**config.mk**
```make
export PLATFORM = sky130hd
export DESIGN_NAME = velocity_rep_counter_top
export DESIGN_NICKNAME = d
export VERILOG_FILES = /design/src/hdl/vrc_pkg.sv /design/src/hdl/vrc_step.sv /design/src/hdl/vrc_state.sv /design/src/hdl/velocity_rep_counter_top.sv
export SDC_FILE = /design/constraint.sdc
export NUM_CORES = 1
export LEC_CHECK = 0
export BUFFER_PORTS_ARGS = -buffer_cell sky130_fd_sc_hd__buf_2
export CAP_MARGIN = 20
export CORE_MARGIN = 5
export CORE_UTILIZATION = 35
export CTS_CLUSTER_SIZE = 24
export DETAILED_ROUTE_END_ITERATION = 10
export HOLD_SLACK_MARGIN = 0.15
export PLACE_DENSITY = 0.55
export SETUP_SLACK_MARGIN = 0.15
export SYNTH_ARGS = -nofsm -noshare
export SYNTH_HDL_FRONTEND = slang
export SYNTH_SLANG_ARGS = --single-unit
```
**constraint.sdc**
```tcl
create_clock -name clk -period 7.6 [get_ports clk]
set_input_delay 1.52 -clock clk [delete_from_list [all_inputs] [get_ports clk]]
set_output_delay 1.52 -clock clk [all_outputs]
set_load 0.05 [all_outputs]
```
**src/hdl/vrc_pkg.sv**
```systemverilog
package vrc_pkg;

  // Input word modes.
  localparam logic [1:0] MODE_SAMPLE = 2'd0;
  localparam logic [1:0] MODE_RESET  = 2'd1;
  localparam logic [1:0] MODE_STOP   = 2'd2;

  // Configuration register indexes.
  localparam logic CFG_SENSITIVITY = 1'b0;
  localparam logic CFG_ENABLE      = 1'b1;

  // Direction codes kept between samples.
  localparam logic [1:0] DIR_NONE = 2'd0;
  localparam logic [1:0] DIR_UP   = 2'd1;
  localparam logic [1:0] DIR_DOWN = 2'd2;

  localparam logic [6:0]  REST_GAP_MAX_MS = 7'd100;
  localparam logic [15:0] STILL_SPEED     = 16'd80;
  localparam logic [31:0] STILL_HOLD_MS   = 32'd300;
  localparam logic [9:0]  REP_MAX         = 10'd1023;

  // Threshold tables, one row per sensitivity level.
  localparam logic [15:0] DIR_THR   [4] = '{16'd350, 16'd220, 16'd120, 16'd60};
  localparam logic [15:0] GYRO_THR  [4] = '{16'd150, 16'd100, 16'd60, 16'd30};
  localparam logic [15:0] START_THR [4] = '{16'd400, 16'd280, 16'd180, 16'd100};
  localparam logic [15:0] REP_GAP   [4] = '{16'd600, 16'd450, 16'd350, 16'd250};

  typedef struct packed {
    logic        have_last_sample;
    logic [31:0] last_sample_time;
    logic        in_set;
    logic [31:0] set_start_time;
    logic [31:0] set_elapsed;
    logic [31:0] rest_accum;
    logic [9:0]  rep_total;
    logic [15:0] peak_abs_speed;
    logic [1:0]  last_direction;
    logic [31:0] last_rep_time;
    logic        still_active;
    logic [31:0] still_start_time;
  } state_t;

  typedef struct packed {
    logic        ignored;
    logic        set_active;
    logic        set_started;
    logic        rep_event;
    logic [9:0]  rep_count;
    logic [31:0] total_time_ms;
    logic [31:0] rest_time_ms;
    logic [15:0] peak_speed;
    logic        zero_velocity_request;
  } result_t;

endpackage

```
**src/hdl/vrc_step.sv**
```systemverilog
module vrc_step #(
  parameter int VELOCITY_BITS = 16
) (
  input  vrc_pkg::state_t                  state,
  input  logic                             enable,
  input  logic [1:0]                       level,
  input  logic [1:0]                       mode,
  input  logic signed [VELOCITY_BITS-1:0]  velocity,
  input  logic [15:0]                      gyro_magnitude,
  input  logic [31:0]                      now_ms,
  output vrc_pkg::state_t                  state_next,
  output logic                             clear_enable,
  output vrc_pkg::result_t                 result
);

  localparam int CW = (VELOCITY_BITS > 16) ? VELOCITY_BITS : 16;

  logic                     neg;
  logic [VELOCITY_BITS-1:0] vabs;
  logic [CW-1:0]            vabs_w;
  logic                     gyro_act;
  logic                     fast_dir;
  logic                     start;
  logic [31:0]              last_time;
  logic [31:0]              gap_full;
  logic [6:0]               gap;
  logic [32:0]              rest_sum;
  logic [1:0]               dir;
  vrc_pkg::state_t          base;

  assign neg      = velocity[VELOCITY_BITS-1];
  assign vabs     = neg ? (VELOCITY_BITS'(~velocity) + VELOCITY_BITS'(1)) : velocity;
  assign vabs_w   = CW'(vabs);
  assign gyro_act = gyro_magnitude > vrc_pkg::GYRO_THR[level];
  assign fast_dir = vabs_w > CW'(vrc_pkg::DIR_THR[level]);
  assign start    = !state.in_set && (vabs_w >= CW'(vrc_pkg::START_THR[level])) && gyro_act;

  assign last_time = state.have_last_sample ? state.last_sample_time : now_ms;
  assign gap_full  = now_ms - last_time;
  assign gap       = (gap_full > 32'(vrc_pkg::REST_GAP_MAX_MS)) ? vrc_pkg::REST_GAP_MAX_MS
                                                                : gap_full[6:0];

  always_comb begin
    base = state;
    base.have_last_sample = 1'b1;
    base.last_sample_time = now_ms;
    if (start) begin
      base.in_set         = 1'b1;
      base.set_start_time = now_ms;
      base.set_elapsed    = '0;
      base.rest_accum     = '0;
      base.rep_total      = '0;
      base.peak_abs_speed = '0;
      base.last_direction = vrc_pkg::DIR_NONE;
      base.last_rep_time  = '0;
      base.still_active   = 1'b0;
    end
  end

  always_comb begin
    if (fast_dir && !neg) begin
      dir = vrc_pkg::DIR_UP;
    end else if (fast_dir && neg) begin
      dir = vrc_pkg::DIR_DOWN;
    end else begin
      dir = vrc_pkg::DIR_NONE;
    end
  end

  assign rest_sum = {1'b0, base.rest_accum} + 33'(gap);

  always_comb begin
    state_next   = state;
    clear_enable = 1'b0;
    result       = '0;
    case (mode)
      vrc_pkg::MODE_RESET: begin
        state_next = '0;
        result.zero_velocity_request = 1'b1;
      end
      vrc_pkg::MODE_STOP: begin
        clear_enable      = 1'b1;
        state_next.in_set = 1'b0;
      end
      vrc_pkg::MODE_SAMPLE: begin
        if (!enable) begin
          result.ignored = 1'b1;
        end else begin
          state_next = base;
          result.set_started = start;
          if (base.in_set) begin
            state_next.set_elapsed = now_ms - base.set_start_time;
            if (vabs_w > CW'(base.peak_abs_speed)) begin
              state_next.peak_abs_speed = (vabs_w > CW'(16'hFFFF)) ? 16'hFFFF : vabs_w[15:0];
            end
            if (dir != vrc_pkg::DIR_NONE) begin
              if (dir == vrc_pkg::DIR_UP && base.last_direction == vrc_pkg::DIR_DOWN &&
                  (now_ms - base.last_rep_time) >= 32'(vrc_pkg::REP_GAP[level]) &&
                  gyro_act) begin
                if (base.rep_total < vrc_pkg::REP_MAX) begin
                  state_next.rep_total = base.rep_total + 10'd1;
                end
                state_next.last_rep_time = now_ms;
                result.rep_event = 1'b1;
              end
              state_next.last_direction = dir;
            end
            if (!(vabs_w > CW'(vrc_pkg::STILL_SPEED) || gyro_act)) begin
              state_next.rest_accum = rest_sum[32] ? 32'hFFFF_FFFF : rest_sum[31:0];
            end
            if (vabs_w < CW'(vrc_pkg::STILL_SPEED) && !gyro_act) begin
              if (!base.still_active) begin
                state_next.still_active     = 1'b1;
                state_next.still_start_time = now_ms;
              end else if ((now_ms - base.still_start_time) >= vrc_pkg::STILL_HOLD_MS) begin
                result.zero_velocity_request = 1'b1;
              end
            end else begin
              state_next.still_active = 1'b0;
            end
          end
        end
      end
      default: begin
        state_next = state;
      end
    endcase
    result.set_active    = state_next.in_set;
    result.rep_count     = state_next.rep_total;
    result.total_time_ms = state_next.set_elapsed;
    result.rest_time_ms  = state_next.rest_accum;
    result.peak_speed    = state_next.peak_abs_speed;
  end

endmodule

```
**src/hdl/vrc_state.sv**
```systemverilog
module vrc_state (
  input  logic            clk,
  input  logic            rst,
  input  logic            step,
  input  vrc_pkg::state_t state_next,
  input  logic            clear_enable,
  input  logic            cfg_we,
  input  logic            cfg_index,
  input  logic [1:0]      cfg_data,
  output vrc_pkg::state_t state,
  output logic            enable,
  output logic [1:0]      level
);

  // State follows step; user must do configuration writes while idle (unchecked).
  always_ff @(posedge clk) begin
    if (rst) begin
      state  <= '0;
      enable <= 1'b0;
      level  <= 2'd2;
    end else begin
      if (step) begin
        state <= state_next;
        if (clear_enable) begin
          enable <= 1'b0;
        end
      end
      if (cfg_we) begin
        if (cfg_index == vrc_pkg::CFG_SENSITIVITY) begin
          level <= cfg_data;
        end else begin
          enable <= cfg_data[0];
          if (cfg_data[0]) begin
            state.have_last_sample <= 1'b0;
          end
        end
      end
    end
  end

endmodule

```
**src/hdl/velocity_rep_counter_top.sv**
```systemverilog
// Repetition counter for a lifting workout. Each input word is one timestamped sample
// (vertical velocity in mm/s, gyro magnitude in 0.1 deg/s, millisecond time) or a command
// (mode 1 clears all set state, mode 2 stops the workout and ends the set). Every input
// word yields exactly one output word with the set status, rep count, set time, rest time,
// peak speed and event flags. The block takes one word per clock while the output side is
// not stalled: a word is held in the input register, the update logic runs combinationally
// against the set state, and the result is loaded into the output register. Write the
// sensitivity level (index 0) and enable (index 1) only while no word is in flight.
module velocity_rep_counter_top #(
  parameter int VELOCITY_BITS = 16
) (
  input  logic                            clk,
  input  logic                            rst,
  // Sample channel.
  input  logic                            in_valid,
  output logic                            in_stall,
  input  logic [1:0]                      mode,
  input  logic signed [VELOCITY_BITS-1:0] velocity,
  input  logic [15:0]                     gyro_magnitude,
  input  logic [31:0]                     now_ms,
  // Result channel.
  output logic                            out_valid,
  input  logic                            out_stall,
  output logic                            ignored,
  output logic                            set_active,
  output logic                            set_started,
  output logic                            rep_event,
  output logic [9:0]                      rep_count,
  output logic [31:0]                     total_time_ms,
  output logic [31:0]                     rest_time_ms,
  output logic [15:0]                     peak_speed,
  output logic                            zero_velocity_request,
  // Configuration channel.
  input  logic                            cfg_valid,
  output logic                            cfg_ready,
  input  logic                            cfg_index,
  input  logic [1:0]                      cfg_data
);

  // Input register.
  logic                            s1_valid;
  logic [1:0]                      s1_mode;
  logic signed [VELOCITY_BITS-1:0] s1_velocity;
  logic [15:0]                     s1_gyro;
  logic [31:0]                     s1_now;

  logic             advance;
  logic             accept;
  vrc_pkg::state_t  state;
  vrc_pkg::state_t  state_next;
  vrc_pkg::result_t result;
  logic             clear_enable;
  logic             enable;
  logic [1:0]       level;

  // The word in the input register moves on whenever the output register is free or
  // being emptied this cycle; the input side stalls only behind a stuck result.
  assign advance   = s1_valid && (!out_valid || !out_stall);
  assign in_stall  = s1_valid && !advance;
  assign accept    = in_valid && !in_stall;
  assign cfg_ready = 1'b1;

  always_ff @(posedge clk) begin
    if (rst) begin
      s1_valid <= 1'b0;
    end else if (accept) begin
      s1_valid <= 1'b1;
    end else if (advance) begin
      s1_valid <= 1'b0;
    end
  end

  always_ff @(posedge clk) begin
    if (accept) begin
      s1_mode     <= mode;
      s1_velocity <= velocity;
      s1_gyro     <= gyro_magnitude;
      s1_now      <= now_ms;
    end
  end

  vrc_step #(
    .VELOCITY_BITS(VELOCITY_BITS)
  ) u_step (
    .state          (state),
    .enable         (enable),
    .level          (level),
    .mode           (s1_mode),
    .velocity       (s1_velocity),
    .gyro_magnitude (s1_gyro),
    .now_ms         (s1_now),
    .state_next     (state_next),
    .clear_enable   (clear_enable),
    .result         (result)
  );

  vrc_state u_state (
    .clk          (clk),
    .rst          (rst),
    .step         (advance),
    .state_next   (state_next),
    .clear_enable (clear_enable),
    .cfg_we       (cfg_valid && cfg_ready),
    .cfg_index    (cfg_index),
    .cfg_data     (cfg_data),
    .state        (state),
    .enable       (enable),
    .level        (level)
  );

  // Output register: holds the result word until the downstream side takes it.
  always_ff @(posedge clk) begin
    if (rst) begin
      out_valid <= 1'b0;
    end else if (advance) begin
      out_valid <= 1'b1;
    end else if (!out_stall) begin
      out_valid <= 1'b0;
    end
  end

  always_ff @(posedge clk) begin
    if (advance) begin
      ignored               <= result.ignored;
      set_active            <= result.set_active;
      set_started           <= result.set_started;
      rep_event             <= result.rep_event;
      rep_count             <= result.rep_count;
      total_time_ms         <= result.total_time_ms;
      rest_time_ms          <= result.rest_time_ms;
      peak_speed            <= result.peak_speed;
      zero_velocity_request <= result.zero_velocity_request;
    end
  end

  // A sample taken while disabled changes nothing and raises no event.
  a_ignored_quiet: assert property (@(posedge clk) disable iff (rst)
    out_valid && ignored |-> !set_started && !rep_event && !zero_velocity_request)
    else $error("ignored sample raised an event");

  // Repetitions are only counted inside a set.
  a_rep_in_set: assert property (@(posedge clk) disable iff (rst)
    out_valid && rep_event |-> set_active)
    else $error("rep counted outside a set");

  // A freshly started set reports cleared counters and no repetition.
  a_start_clean: assert property (@(posedge clk) disable iff (rst)
    out_valid && set_started |-> set_active && !rep_event && rep_count == 10'd0 &&
                                 total_time_ms == 32'd0)
    else $error("set start did not clear set state");

  // The input side only stalls behind a held word.
  a_stall_cause: assert property (@(posedge clk) disable iff (rst)
    in_stall |-> s1_valid && out_valid && out_stall)
    else $error("input stalled without a blocked word");

endmodule
```
==> metrics.md <==
| Metric | Value |
|---|---|
| Mean Syn Cell Area | `8.40 um2` |
| Fmax | `0.137 GHz` |
| Min-delay worst type | `flip-flop to flip-flop` |
| GRT overflow | `0` |
| Number of setup violations in the final report | `0` |
| Yosys reg bits | `389` |
| Chip height | `284 um` |
| Int Power | `4.03 mW` |
| Hold_buf cts | `0` |
| Multiplexer share of the synthesized area | `3.15%` |
| Max Used Layer | `met5` |
| Final antenna-violating net count | `0` |
| Main combinational cell family by area after synthesis | `compound AO/OA/AOI/OAI gates` |
| Sequential power share | `39.5%` |
| Async SR Flop Fraction | `0%` |
| Post-DR vias/cell | `5.71` |
| Worst VDD drop | `0.000184 V` |
| Net Switching | `1.70 mW` |
| Adder-Cell Fraction of Synth Area | `9.06%` |
| Max Cap Viol | `0` |
| EDFF count, synth | `161` |
| Fin. max-slew vios | `0` |
| TritonRoute pass-1 iters | `6` |
| Cell variety after synth | `91` |
| Total Routing Usage GR | `20.7%` |
| RSZ-0062 raised after global routing | `true` |
| Ports | `172` |
| Cells after Synth | `3125` |
| Most common cell after layout, fill and taps aside | `nand2_1` |
| Metal2 WL | `41000 um` |
| Setup_tns | `0 ns` |
| Routed wl met3 | `4780 um` |
| Power Total | `5.74 mW` |
| Worst-Margin Slew | `1.14 ns` |
| Syn_nets | `3386` |
| Fin Hold WS | `0.450 ns` |
| Largest net degree at the start of global routing | `67` |
| Synth Flop Type | `dfxtp_1` |
| Max transition margin | `24.2%` |
| Routed vias | `24.6k` |
| Final WS setup | `0.277 ns` |
| Crit share post-route | `96.4%` |
| Critical Path RT | `7.95 ns` |
| Leak | `12.0 nW` |
| Wire per inst | `20.5 um` |
| Clock Power Share | `42.1%` |
| XOR/XNOR Fraction of Synth Area | `3.00%` |
| Slowest CP cell | `or4_4` |
| Die Area | `80600 um2` |
| Gate power share | `18.4%` |
| DRT Wirelength | `88300 um` |
| Num CTS Buffers | `49` |
| Starting Density | `35.3%` |
| Ys Warns | `0` |
| Nets | `3559` |
| Period minus WS final | `7.32 ns` |
| Most frequent cells in the layout | `nand2_1, a21oi_1, nor2_1` |
| Clock skew | `0.0436 ns` |
| Synth Area in Simple Gates | `20.0%` |
| Class of the most critical setup path | `flip-flop to flip-flop` |
| GPL Wtd Cong | `0.905` |
| P&R area growth vs syn | `17.5%` |
| Power Density | `186 nW/um2` |
| Maximum fanout along the worst path | `8` |
| Slowest cell delay on critical path | `0.66 ns` |
| Clock latency on the worst-skew pair | `0.61 ns` |
| Root Buffer | `clkbuf_16` |
| Status | `finished clean` |
| Synth Area in Compound Gates | `24.5%` |
| Layout cells sized above 1 | `15.5%` |
| DR DRC count | `0` |
| Crit path DAT | `7.68 ns` |
| Iteration-0 DRC count of the detailed router | `2481` |
| Clock Pin Slew Worst Setup and Hold Paths | `0.06 ns` |
| Crit path launch type | `flip-flop` |
| Sequential share of the synthesized area | `35.8%` |
| Clock tree sinks | `389` |
| Dpl cell area | `28700 um2` |
| Core ar. | `74400 um2` |
| Synth Cell Area | `26200 um2` |
| H-tree depth | `2` |
| Vias in the first global route | `23.0k` |
| WL met1 | `40400 um` |
| Layout Cell Area excl Fill | `30800 um2` |
| CTS tree | `done` |
| Final Hold Fails | `0` |
| Setup crit end kind | `flip-flop` |
| Net Sw Frac | `29.7%` |
| CTS max path bufs | `3` |
| Pre-CTS setup slack | `-0.0325 ns` |
| Cell Rows | `100` |
| Die width | `284 um` |
| Antenna violations before repair | `2` |
| First-pass GRT wire length | `135000 um` |
| Dpl hpwl | `63700 um` |
| Port bufs | `170` |
cell usage after synthesis (69+ instances only):
library cell	instances	area share (%)
o21ai_0	154	2.9
nand2_1	377	5.4
nor3_1	69	1.3
ha_1	182	8.7
nand3_1	130	2.5
a22o_1	74	2.5
mux2i_1	78	3.0
clkbuf_1	152	2.2
inv_1	103	1.5
a21oi_1	314	6.0
edfxtp_1	161	18
dfxtp_1	228	17
nor2_1	262	3.7
state kept, by name, summed over array words and instances (netlist names), 2 cells and up:
name,cells
total_time_ms,32
s1_velocity,16
rep_count,10
s1_mode,2
u_state.state,223
rest_time_ms,32
u_state.level,2
peak_speed,16
s1_now,32
s1_gyro,16
layout make-up:
| type | count | area [um2] |
|---|---|---|
| Sequential cell | 389 | 9400 |
| Tap cell | 969 | 1210 |
| Multi-Input combinational cell | 2444 | 16200 |
| Antenna cell | 1 | 2.50 |
| Clock inverter | 24 | 290 |
| Inverter | 103 | 392 |
| Timing Repair Buffer | 311 | 2010 |
| Fill cell | 7436 | 43600 |
| Clock buffer | 66 | 1370 |
cell families after synthesis:
family	count (synthesis)
XOR/XNOR	90
multiplexers	82
buffers and inverters	292
adder cells (fa/ha/maj)	187
other	1
AND/OR/NAND/NOR	1112
AO/OA/AOI/OAI	972
flip-flops	389
per-layer routing:
metal  track usage [%]  up-vias
li1                  -    11900
met1              28.4    11800
met2              34.6      732
met3              2.76      115
met4              4.86        2
met5                 0        -
stage by stage:
stage | instances | utilization, %
final | 4307 | 41.4
after global placement | 4196 | 38.5
after floorplan | 3125 | -
after detailed placement | 4196 | 38.5
after CTS | 4288 | 40.8
after global routing | 4306 | 41.4
power by group through the flow:
stage	clock [mW]	combinational, mW	sequential (mW)
finish	2.41	1.06	2.27
global placement	0	1.03	2.31
global route	2.56	1.16	2.27
floorplan	0	0.653	2.37
detailed placement	0	1.03	2.31
CTS	2.47	1.04	2.27
what timing repair did:
action | in CTS | in global routing
setup buffers | 2 | 16
setup endpoints to repair | 43 | 93
cloned | 0 | 2
pin swaps | 2 | 35
resized for setup | 4 | 74
final timing paths:
check,depth (start not counted),slack [ns],end,from
worst max-delay path,27,0.28,rep_count[5],s1_velocity[5]
worst min-delay path,2,0.45,u_state.state[201],u_state.state[201]
worst max register to register,27,0.28,rep_count[5],s1_velocity[5]
worst min register to register,2,0.45,u_state.state[201],u_state.state[201]
critical path, delay by kind of cell, from the launching register on:
family	cells	cell delay, ns
AO/OA/AOI/OAI	12	2.65
XOR/XNOR	2	0.28
AND/OR/NAND/NOR	9	2.71
buffers and inverters	2	0.38
flip-flops	1	0.47
adder cells (fa/ha/maj)	2	0.57
Power figures use the tool's default switching activity.
